==> src/rtl/srsi_pkg.sv <==
package srsi_pkg;

  // Width of the window length register and its value after reset.
  localparam int CFG_W = 7;
  localparam logic [CFG_W-1:0] WINDOW_RESET = 7'd14;
  localparam logic [CFG_W-1:0] WINDOW_MIN = 7'd2;

  // Fixed point results: 16 fraction bits, 65536 stands for full scale.
  localparam int FRAC_BITS = 16;
  localparam int RESULT_W = FRAC_BITS + 1;
  localparam logic [RESULT_W-1:0] FULL_SCALE = 17'h10000;
  localparam int DIV_CNT_W = $clog2(FRAC_BITS);
  localparam logic [DIV_CNT_W-1:0] DIV_LAST = DIV_CNT_W'(FRAC_BITS - 1);

  // Sequencer states.
  typedef enum logic [3:0] {
    ST_IDLE,
    ST_PRICE,
    ST_RSI_PREP,
    ST_RSI_DIV,
    ST_RSI_WR,
    ST_RANGE,
    ST_STOCH_PREP,
    ST_STOCH_DIV,
    ST_EMIT
  } state_t;

endpackage

==> src/rtl/stochastic_rsi_window.sv <==
// Channel  | Direction | Handshake            | Payload
// cfg      | in        | cfg_valid/cfg_ready  | cfg_window_length
// in       | in        | in_valid/in_ready    | in_price, in_series_start
// out      | out       | out_valid/out_ready  | out_stoch_value, out_rsi_value,
//          |           |                      | out_flat_window
//
// An item's work is set by the walk of the price ring and of the RSI ring, one
// read a cycle, and by up to two 16-step runs of the one shared restoring divider; the
// second run is skipped when the RSI window is flat. During warm-up an item is only stored,
// or also walks the price ring and stores an RSI value. A new item is taken only in idle.
// Reset (rst_n, synchronous) clears control state only; the history rings are not cleared.
// A finished result waits in the output register while the next transaction is taken.
module stochastic_rsi_window
  import srsi_pkg::*;
#(
  parameter int MAX_WINDOW = 64,
  parameter int PRICE_BITS = 24
) (
  input  logic                  clk,
  input  logic                  rst_n,
  input  logic                  cfg_valid,
  output logic                  cfg_ready,
  input  logic [CFG_W-1:0]      cfg_window_length,
  input  logic                  in_valid,
  output logic                  in_ready,
  input  logic [PRICE_BITS-1:0] in_price,
  input  logic                  in_series_start,
  output logic                  out_valid,
  input  logic                  out_ready,
  output logic [RESULT_W-1:0]   out_stoch_value,
  output logic [RESULT_W-1:0]   out_rsi_value,
  output logic                  out_flat_window
);

  localparam int SLOTS = MAX_WINDOW + 1;
  localparam int PIDX_W = $clog2(SLOTS);
  localparam int RIDX_W = $clog2(MAX_WINDOW);
  localparam int CNT_W = $clog2(2 * MAX_WINDOW + 1);
  localparam int SUM_W = PRICE_BITS + $clog2(MAX_WINDOW + 1);
  localparam int DIV_W = (SUM_W > RESULT_W) ? SUM_W : RESULT_W;
  localparam int WCMP_W = (CNT_W > 32) ? CNT_W : 32;

  // Ring index helpers.
  function automatic logic [PIDX_W-1:0] pdec(input logic [PIDX_W-1:0] a);
    pdec = (a == '0) ? PIDX_W'(SLOTS - 1) : a - PIDX_W'(1);
  endfunction

  function automatic logic [PIDX_W-1:0] pinc(input logic [PIDX_W-1:0] a);
    pinc = (a == PIDX_W'(SLOTS - 1)) ? '0 : a + PIDX_W'(1);
  endfunction

  function automatic logic [RIDX_W-1:0] rdec(input logic [RIDX_W-1:0] a);
    rdec = (a == '0) ? RIDX_W'(MAX_WINDOW - 1) : a - RIDX_W'(1);
  endfunction

  function automatic logic [RIDX_W-1:0] rinc(input logic [RIDX_W-1:0] a);
    rinc = (a == RIDX_W'(MAX_WINDOW - 1)) ? '0 : a + RIDX_W'(1);
  endfunction

  state_t state_r, state_nxt;

  logic [CFG_W-1:0]      wl_r, wl_nxt;
  logic [CNT_W-1:0]      samples_r, samples_nxt;
  logic [PIDX_W-1:0]     wp_r, wp_nxt;
  logic [PIDX_W-1:0]     rd_ptr_r, rd_ptr_nxt;
  logic [RIDX_W-1:0]     rwp_r, rwp_nxt;
  logic [RIDX_W-1:0]     rrd_ptr_r, rrd_ptr_nxt;
  logic [CNT_W-1:0]      cnt_r, cnt_nxt;
  logic [PRICE_BITS-1:0] prev_r, prev_nxt;
  logic [SUM_W-1:0]      gain_r, gain_nxt;
  logic [SUM_W-1:0]      loss_r, loss_nxt;
  logic [DIV_W-1:0]      div_rem_r, div_rem_nxt;
  logic [DIV_W-1:0]      div_den_r, div_den_nxt;
  logic [FRAC_BITS-1:0]  div_q_r, div_q_nxt;
  logic                  div_full_r, div_full_nxt;
  logic [DIV_CNT_W-1:0]  div_cnt_r, div_cnt_nxt;
  logic [RESULT_W-1:0]   rsi_r, rsi_nxt;
  logic [RESULT_W-1:0]   lo_r, lo_nxt;
  logic [RESULT_W-1:0]   hi_r, hi_nxt;
  logic                  flat_r, flat_nxt;
  logic                  out_valid_r, out_valid_nxt;
  logic [RESULT_W-1:0]   out_stoch_r, out_stoch_nxt;
  logic [RESULT_W-1:0]   out_rsi_r, out_rsi_nxt;
  logic                  out_flat_r, out_flat_nxt;

  logic                  cfg_fire;
  logic                  in_fire;
  logic                  out_fire;
  logic [CNT_W-1:0]      win_p;
  logic [CNT_W-1:0]      win_last;
  logic [CNT_W:0]        win_twice;
  logic [CNT_W-1:0]      samples_base;
  logic [CNT_W-1:0]      samples_new;
  logic                  warm_done;

  // Memories and their read ports.
  logic [PRICE_BITS-1:0] price_mem [SLOTS];
  logic [PRICE_BITS-1:0] price_rd_r;
  logic [PIDX_W-1:0]     price_rd_addr;
  logic [RESULT_W-1:0]   rsi_mem [MAX_WINDOW];
  logic [RESULT_W-1:0]   rsi_rd_r;
  logic [RIDX_W-1:0]     rsi_rd_addr;
  logic                  rsi_we;

  // Shared divider step and gain/loss unit.
  logic [DIV_W:0]        div_shift;
  logic [DIV_W:0]        div_sub;
  logic                  div_fits;
  logic                  div_last;
  logic [RESULT_W-1:0]   div_result;
  logic                  price_up;
  logic [PRICE_BITS-1:0] price_diff;
  logic [RESULT_W-1:0]   stoch_val;

  // Handshakes.
  assign cfg_ready = (state_r == ST_IDLE);
  assign cfg_fire  = cfg_valid && cfg_ready;
  assign in_ready  = (state_r == ST_IDLE) && !cfg_valid;
  assign in_fire   = in_valid && in_ready;
  assign out_fire  = out_valid_r && out_ready;

  // Effective window length, clamped to the supported range.
  always_comb begin
    if (wl_r < WINDOW_MIN) begin
      win_p = CNT_W'(WINDOW_MIN);
    end else if (WCMP_W'(wl_r) > WCMP_W'(MAX_WINDOW)) begin
      win_p = CNT_W'(MAX_WINDOW);
    end else begin
      win_p = CNT_W'(wl_r);
    end
  end

  assign win_last  = win_p - CNT_W'(1);
  assign win_twice = {win_p, 1'b0};
  assign warm_done = ({1'b0, samples_r} >= win_twice);

  // Warm-up count for the incoming transaction, saturating.
  assign samples_base = in_series_start ? '0 : samples_r;
  assign samples_new  = (samples_base < CNT_W'(2 * MAX_WINDOW)) ?
                        samples_base + CNT_W'(1) : samples_base;

  // Divider step: shift the remainder and subtract the divisor where it fits.
  assign div_shift  = {div_rem_r, 1'b0};
  assign div_sub    = div_shift - {1'b0, div_den_r};
  assign div_fits   = (div_shift >= {1'b0, div_den_r});
  assign div_last   = (div_cnt_r == DIV_LAST);
  assign div_result = div_full_r ? FULL_SCALE : {1'b0, div_q_r};

  // Absolute difference of two adjacent prices, newer against older.
  assign price_up   = (prev_r > price_rd_r);
  assign price_diff = price_up ? prev_r - price_rd_r : price_rd_r - prev_r;

  assign stoch_val = flat_r ? '0 : div_result;

  // Read addresses: the first read is issued in the cycle that starts each walk.
  assign price_rd_addr = (state_r == ST_IDLE) ? pdec(wp_r) : rd_ptr_r;
  assign rsi_rd_addr   = (state_r == ST_RSI_WR) ? rdec(rwp_r) : rrd_ptr_r;
  assign rsi_we        = (state_r == ST_RSI_WR);

  // Price ring.
  always_ff @(posedge clk) begin
    if (in_fire) begin
      price_mem[wp_r] <= in_price;
    end
    price_rd_r <= price_mem[price_rd_addr];
  end

  // RSI ring.
  always_ff @(posedge clk) begin
    if (rsi_we) begin
      rsi_mem[rwp_r] <= div_result;
    end
    rsi_rd_r <= rsi_mem[rsi_rd_addr];
  end

  // Next state.
  always_comb begin
    state_nxt = state_r;
    unique case (state_r)
      ST_IDLE: begin
        if (in_fire && (samples_new > win_p)) begin
          state_nxt = ST_PRICE;
        end
      end
      ST_PRICE: begin
        if (cnt_r == win_last) begin
          state_nxt = ST_RSI_PREP;
        end
      end
      ST_RSI_PREP: begin
        state_nxt = ST_RSI_DIV;
      end
      ST_RSI_DIV: begin
        if (div_last) begin
          state_nxt = ST_RSI_WR;
        end
      end
      ST_RSI_WR: begin
        state_nxt = warm_done ? ST_RANGE : ST_IDLE;
      end
      ST_RANGE: begin
        if (cnt_r == win_last) begin
          state_nxt = ST_STOCH_PREP;
        end
      end
      ST_STOCH_PREP: begin
        state_nxt = (hi_r == lo_r) ? ST_EMIT : ST_STOCH_DIV;
      end
      ST_STOCH_DIV: begin
        if (div_last) begin
          state_nxt = ST_EMIT;
        end
      end
      ST_EMIT: begin
        if (!out_valid_r || out_ready) begin
          state_nxt = ST_IDLE;
        end
      end
      default: begin
        state_nxt = ST_IDLE;
      end
    endcase
  end

  // Datapath and output register updates.
  always_comb begin
    wl_nxt        = wl_r;
    samples_nxt   = samples_r;
    wp_nxt        = wp_r;
    rd_ptr_nxt    = rd_ptr_r;
    rwp_nxt       = rwp_r;
    rrd_ptr_nxt   = rrd_ptr_r;
    cnt_nxt       = cnt_r;
    prev_nxt      = prev_r;
    gain_nxt      = gain_r;
    loss_nxt      = loss_r;
    div_rem_nxt   = div_rem_r;
    div_den_nxt   = div_den_r;
    div_q_nxt     = div_q_r;
    div_full_nxt  = div_full_r;
    div_cnt_nxt   = div_cnt_r;
    rsi_nxt       = rsi_r;
    lo_nxt        = lo_r;
    hi_nxt        = hi_r;
    flat_nxt      = flat_r;
    out_valid_nxt = out_fire ? 1'b0 : out_valid_r;
    out_stoch_nxt = out_stoch_r;
    out_rsi_nxt   = out_rsi_r;
    out_flat_nxt  = out_flat_r;

    unique case (state_r)
      ST_IDLE: begin
        // A length write restarts warm-up; a price is stored and starts a walk past win_p.
        if (cfg_fire) begin
          wl_nxt      = cfg_window_length;
          samples_nxt = '0;
        end else if (in_fire) begin
          samples_nxt = samples_new;
          wp_nxt      = pinc(wp_r);
          rd_ptr_nxt  = pdec(pdec(wp_r));
          prev_nxt    = in_price;
          gain_nxt    = '0;
          loss_nxt    = '0;
          cnt_nxt     = '0;
        end
      end
      ST_PRICE: begin
        // One price difference per cycle, newest first.
        if (price_up) begin
          gain_nxt = gain_r + SUM_W'(price_diff);
        end else begin
          loss_nxt = loss_r + SUM_W'(price_diff);
        end
        prev_nxt   = price_rd_r;
        rd_ptr_nxt = pdec(rd_ptr_r);
        cnt_nxt    = cnt_r + CNT_W'(1);
      end
      ST_RSI_PREP: begin
        // No losses means full scale, which also covers a zero divisor.
        div_rem_nxt  = DIV_W'(gain_r);
        div_den_nxt  = DIV_W'(gain_r) + DIV_W'(loss_r);
        div_full_nxt = (loss_r == '0);
        div_q_nxt    = '0;
        div_cnt_nxt  = '0;
      end
      ST_RSI_DIV, ST_STOCH_DIV: begin
        div_rem_nxt = div_fits ? div_sub[DIV_W-1:0] : div_shift[DIV_W-1:0];
        div_q_nxt   = {div_q_r[FRAC_BITS-2:0], div_fits};
        div_cnt_nxt = div_cnt_r + DIV_CNT_W'(1);
      end
      ST_RSI_WR: begin
        // The new RSI seeds the range search; the ring read continues one back.
        rsi_nxt     = div_result;
        lo_nxt      = div_result;
        hi_nxt      = div_result;
        rwp_nxt     = rinc(rwp_r);
        rrd_ptr_nxt = rdec(rdec(rwp_r));
        cnt_nxt     = CNT_W'(1);
      end
      ST_RANGE: begin
        // One stored RSI value per cycle against the running min and max.
        if (rsi_rd_r < lo_r) begin
          lo_nxt = rsi_rd_r;
        end
        if (rsi_rd_r > hi_r) begin
          hi_nxt = rsi_rd_r;
        end
        rrd_ptr_nxt = rdec(rrd_ptr_r);
        cnt_nxt     = cnt_r + CNT_W'(1);
      end
      ST_STOCH_PREP: begin
        flat_nxt     = (hi_r == lo_r);
        div_rem_nxt  = DIV_W'(rsi_r - lo_r);
        div_den_nxt  = DIV_W'(hi_r - lo_r);
        div_full_nxt = (rsi_r == hi_r);
        div_q_nxt    = '0;
        div_cnt_nxt  = '0;
      end
      ST_EMIT: begin
        // Load the output register once the previous result has been taken.
        if (!out_valid_r || out_ready) begin
          out_valid_nxt = 1'b1;
          out_stoch_nxt = stoch_val;
          out_rsi_nxt   = rsi_r;
          out_flat_nxt  = flat_r;
        end
      end
      default: begin
        out_valid_nxt = out_valid_r;
      end
    endcase
  end

  // Control registers.
  always_ff @(posedge clk) begin
    if (!rst_n) begin
      state_r     <= ST_IDLE;
      wl_r        <= WINDOW_RESET;
      samples_r   <= '0;
      wp_r        <= '0;
      rwp_r       <= '0;
      out_valid_r <= 1'b0;
    end else begin
      state_r     <= state_nxt;
      wl_r        <= wl_nxt;
      samples_r   <= samples_nxt;
      wp_r        <= wp_nxt;
      rwp_r       <= rwp_nxt;
      out_valid_r <= out_valid_nxt;
    end
  end

  // Working and payload registers.
  always_ff @(posedge clk) begin
    rd_ptr_r    <= rd_ptr_nxt;
    rrd_ptr_r   <= rrd_ptr_nxt;
    cnt_r       <= cnt_nxt;
    prev_r      <= prev_nxt;
    gain_r      <= gain_nxt;
    loss_r      <= loss_nxt;
    div_rem_r   <= div_rem_nxt;
    div_den_r   <= div_den_nxt;
    div_q_r     <= div_q_nxt;
    div_full_r  <= div_full_nxt;
    div_cnt_r   <= div_cnt_nxt;
    rsi_r       <= rsi_nxt;
    lo_r        <= lo_nxt;
    hi_r        <= hi_nxt;
    flat_r      <= flat_nxt;
    out_stoch_r <= out_stoch_nxt;
    out_rsi_r   <= out_rsi_nxt;
    out_flat_r  <= out_flat_nxt;
  end

  assign out_valid       = out_valid_r;
  assign out_stoch_value = out_stoch_r;
  assign out_rsi_value   = out_rsi_r;
  assign out_flat_window = out_flat_r;

endmodule

==> config.mk <==
export PLATFORM = sky130hd
export DESIGN_NAME = stochastic_rsi_window
export DESIGN_NICKNAME = d
export VERILOG_FILES = /design/src/rtl/srsi_pkg.sv /design/src/rtl/stochastic_rsi_window.sv
export SDC_FILE = /design/constraint.sdc
export NUM_CORES = 2
export LEC_CHECK = 0
export BUFFER_PORTS_ARGS = -buffer_cell sky130_fd_sc_hd__buf_2
export CAP_MARGIN = 20
export CORE_MARGIN = 4
export CORE_UTILIZATION = 25
export CTS_CLUSTER_DIAMETER = 30
export DETAILED_ROUTE_END_ITERATION = 6
export GPL_TIMING_DRIVEN = 0
export PLACE_DENSITY = 0.41
export RECOVER_POWER = 25
export SYNTH_ARGS = -nofsm -noshare
export SYNTH_HDL_FRONTEND = slang
export SYNTH_SLANG_ARGS = --single-unit
==> constraint.sdc <==
create_clock -name clk -period 18 [get_ports clk]
set_input_delay 3.6 -clock clk [delete_from_list [all_inputs] [get_ports clk]]
set_output_delay 3.6 -clock clk [all_outputs]
set_load 0.02 [all_outputs]
# [Word-level counts from Yosys, hierarchy flattened]
# Memories as Yosys holds them, arrays and structs flattened. A register that Yosys moved wholly into a read port is not among the register bits.
# Index checks and enable logic that the tools add are counted.
[op_classes] n_addsub=20 mul=0 n_div=0 magnitude_cmp=9 eq_ne=26 shifts=0 n_mux=60 n_bitwise=1 n_reduce_logical=39
[ops] cell="31-bit one-hot mux with 2 select lines" count=3
[ops] cell="31-bit two-way mux" count=5
[ops] cell="31-bit one-hot mux with 3 select lines" count=1
[ops] cell="24-bit two-way mux" count=3
[ops] cell="17-bit one-hot mux with 2 select lines" count=2
[ops] cell="7-bit two-way mux" count=9
[ops] cell="31-bit by 24-bit adder with 31-bit output" count=2
[ops] cell="17-bit two-way mux" count=3
[ops] cell="8-bit two-way mux" count=6
[ops] cell="24-bit one-hot mux with 2 select lines" count=1
[ops] cell="24-bit subtractor" count=2
[ops] cell="4-bit one-hot mux with 9 select lines" count=1
[ops] cell="17-bit by 17-bit subtractor with 18-bit output" count=2
[ops] cell="17-bit == test" count=2
[ops] cell="32-bit by 31-bit >= comparator with 1-bit output" count=1
[ops] cell="16-bit one-hot mux with 2 select lines" count=1
[ops] cell="31-bit adder" count=1
[ops] cell="31-bit zero test" count=1
[ops] cell="31-bit subtractor" count=1
[ops] cell="6-bit two-way mux" count=5
[ops] cell="4-bit two-way mux" count=7
[ops] cell="24-bit greater-than comparator" count=1
[ops] cell="8-bit one-hot mux with 3 select lines" count=1
[ops] cell="7-bit zero test" count=3
[ops] cell="43 further kinds" count=91
[word_totals] ff_bits=310 latchBits=0 ramBits=2648 mem_bits_ro=0 inputBits=37 out_inout_bits=38 mem_count=2
[memory_table] memory="price_mem" words=65 word_bits=24 read_ports=1 rd_ports_with_merged_regs=1 write_ports=1 line="stochastic_rsi_window.sv:97" text="logic [PRICE_BITS-1:0] price_mem [SLOTS];"
[memory_table] memory="rsi_mem" words=64 word_bits=17 read_ports=1 rd_ports_with_merged_regs=1 write_ports=1 line="stochastic_rsi_window.sv:100" text="logic [RESULT_W-1:0] rsi_mem [MAX_WINDOW];"

# [Longest topological paths before layout]
[logic_depth] depth_word=7 depth_mapped=26 depth_no_buf=25

# [Worst setup path after synthesis]
# No wires, ideal clock.
[synth_timing] path_kind="in2out" start="input cfg_valid" end="output in_ready" arrival_time_ns=3.893 slack_ns=10.507 stages=1 n_path_buf=0 cell_sequence="nor2_1"
[synth_between] elab_chain_cells=2
[synth_rtl] item="from (decl)" line="stochastic_rsi_window.sv:21" text="input logic cfg_valid,"
[synth_rtl] item="1-bit zero test" line="stochastic_rsi_window.sv:118" text="assign in_ready = (state_r == ST_IDLE) && !cfg_valid;"
[synth_rtl] item="1-bit logical AND" line="stochastic_rsi_window.sv:118"
[synth_rtl] item="to (decl)" line="stochastic_rsi_window.sv:25" text="output logic in_ready,"
# No other way between the ends.

# [Final worst setup path]
# Same ends and word-level chain as after synthesis.

==> metrics <==
Placer Congestion=0.888; CP Max Fanout=5; fmax=119 MHz; asr flop ratio synth=0%; fraction of layout cells with a size suffix above 1=17.1%; setup bufs post-CTS=0; final setup fails=0; final-stage net count=10.6k; Sink Count=2999; Row Count=262; final std cells w/o fill=17.7k; global-route wire length before repair=618000 um; Yosys top cell by area=edfxtp_1; critical path arrival=4.80 ns; Setup CP Type=in2out; peak supply drop=0.0918 mV; P&R area growth vs syn=29.3%; first drt pass iteration count=6; Clk pin slew, worst setup/hold paths=0.05 ns; Final Cycle Share=46.6%; part of the power in registers=34.3%; post_cts resized=0; worst skew pair latency=1.10 ns; Data required, critical path=14.40 ns; Ports=75; vias in the first global route=84.6k; Total GRT Usage=16.2%; drt wl/cell=24.9 um; Die W=724 um; gate count of the mapped netlist=9295; post-synth design cell area=128000 um^2; max_cap viols=28; Distinct cells, synth=76; drc violations=0; die area=525000 um^2; PnR worst setup slack=9.60 ns; switching power=5.48 mW; combinational share of power=8.0%; setup TNS=0 ns; commonest non-fill, non-tap cell in the layout=edfxtp_1; Yosys reg bits=2999; CTS Buffer Depth=4; post-route cell area=166000 um^2; grt ovf=0; CTS tree=built; Post-DP Area=141000 um^2; Worst slew margin=-174%; Synth area leaders=edfxtp_1 68%, nand2_1 5.6%, mux4_2 4.8%, ha_1 2.5%, a311oi_1 1.9%; Core ar.=510000 um^2; pwr/cell area=135 nW/um^2; Post-Syn Nets=9592; total CTS buffers=726; vias per inst=4.78; syn avg cell area=13.8 um^2; min cycle time layout=8.40 ns; DRT antenna net count=0; EDFF count, synth=2925; fin util=32.5%; final hold slack=0.475 ns; Yosys Warn Count=0; most frequent cells in the layout=2925 x edfxtp_1, 1928 x nand2_1, 736 x clkbuf_16; Worst Tran Pin Value=4.11 ns; PnR Total Power=22.5 mW; fillers=50.1k; Pleak=57.1 nW; initial antenna violation count=35; Critical Path Source Type=primary input; clock network power share=57.8%; Synth top area share=68.5%; outcome=finished, violations left; Die H=724 um; H-tree depth=6; RSZ-0062 raised after global routing=false; final WL=439000 um; switching share of power=24.4%; dpl cells=16.3k; via count=84.3k; violated checks=max-capacitance violations, max-slew violations; Int Power=17.0 mW; Primary FF master, synth=edfxtp_1; Initial Utilization=25.1%; Starting DRT DRC Count=7618; Final Max Tran Viols=1110; hold buffers post-CTS=0; endpoint type of the worst setup path=output pin; Hold Vio Cnt, Final=0; Multi-input gate area=36500 um^2; sequential cell area=89300 um^2; Seq/Total Area, Yosys=69.6%; Final Skew=0.111 ns; largest net degree at the start of global routing=66; port bufs=74; Min-Delay Path Class=reg2reg; dpl ws=9.62 ns; clk root buf=clkbuf_16; Post-DP HPWL=309000 um
[state kept, by name (all words and copies together) (netlist names), 8 cells and up]
| name | flops |
|---|---|
| samples_r | 8 |
| rsi_mem | 1088 |
| cnt_r | 8 |
| gain_r | 31 |
| hi_r | 17 |
| out_stoch_value | 17 |
| div_den_r | 31 |
| price_mem | 1560 |
| price_rd_r | 24 |
| rsi_rd_r | 17 |
| div_rem_r | 31 |
| out_rsi_value | 17 |
| div_q_r | 16 |
| lo_r | 17 |
| loss_r | 31 |
| prev_r | 24 |
| rsi_r | 17 |
[layer usage]
metal	up-vias	GRT usage (%)	wire length, um
li1	37621	-	-
met1	43307	21.2	187000
met2	2700	26.9	210000
met3	712	2.85	25600
met4	2	6.01	16700
met5	-	0	10
[power by group through the flow]
stage / logic (mW) / registers [mW] / clock network (mW)
global route: 1.94 / 7.69 / 13.6
global placement: 1.74 / 7.82 / 0
detailed placement: 1.78 / 7.81 / 0
floorplan: 1.06 / 7.80 / 0
finish: 1.79 / 7.70 / 13.0
CTS: 1.79 / 7.70 / 13.2
[cell families (layout without fill, tap and decap cells)]
family                     Yosys count  count (layout)  synth area share, %
muxes                              321             321                 5.16
buffers and inverters              740            2349                 2.22
xor gates and xnor gates           192             192                 1.31
and+or+nand+nor                   3327            3327                 11.4
AOI/OAI and AO/OA                 1456            1456                 7.68
other                                0              23                    0
DFF                               2999            2999                 69.6
adders and majority gates          260             260                 2.58
[worst paths after layout]
| path | startpoint | end | slack (ns) | cells after the start |
|---|---|---|---|---|
| hold reg to reg | price_mem[64][9]$_DFFE_PP_ | price_rd_r[9]$_DFF_P_ | 0.47 | 2 |
| setup / recovery | cfg_valid | in_ready | 9.60 | 3 |
| hold / removal | price_mem[64][9]$_DFFE_PP_ | price_rd_r[9]$_DFF_P_ | 0.47 | 2 |
| setup reg to reg | prev_r[7]$_DFFE_PP_ | gain_r[30]$_SDFFCE_PN0P_ | 10.45 | 23 |
[critical path, stage by stage]
cell,delay (ns)
buf_2,0.13
nor2_1,0.74
buf_2,0.31
[synthesized netlist by cell type (10+ instances only)]
cell,count
or3_1,22
clkbuf_1,420
edfxtp_1,2925
nor2_1,336
nand4_1,31
nor2b_1,62
a21oi_1,339
and3_1,219
nand3b_1,11
o21a_1,41
mux2i_1,43
and2_1,83
inv_1,200
buf_1,68
nor3b_1,12
xnor2_1,97
nand2_1,1929
a22oi_1,27
a31oi_1,156
o21bai_1,28
dfxtp_1,74
xor2_1,95
buf_2,50
nor3_1,57
o211ai_1,49
nor4_1,39
o31ai_1,16
nand3_1,445
a21o_1,77
o22ai_1,10
a211oi_1,155
ha_1,252
o21ai_0,191
nand2b_1,49
mux4_2,272
a311oi_1,285
[final cells by class]
cell class | instances | share of cell area (%)
well taps | 6732 | 5.08
inverters | 201 | 0.459
repair buffers | 272 | 2.32
flip-flops and latches | 2999 | 53.9
diodes | 23 | 0.0347
plain buffers | 539 | 1.27
clock buffers | 839 | 11.3
multi-input cells | 5556 | 22.0
clock inverters | 498 | 3.61
No activity file was read; power rests on OpenSTA's default activity.
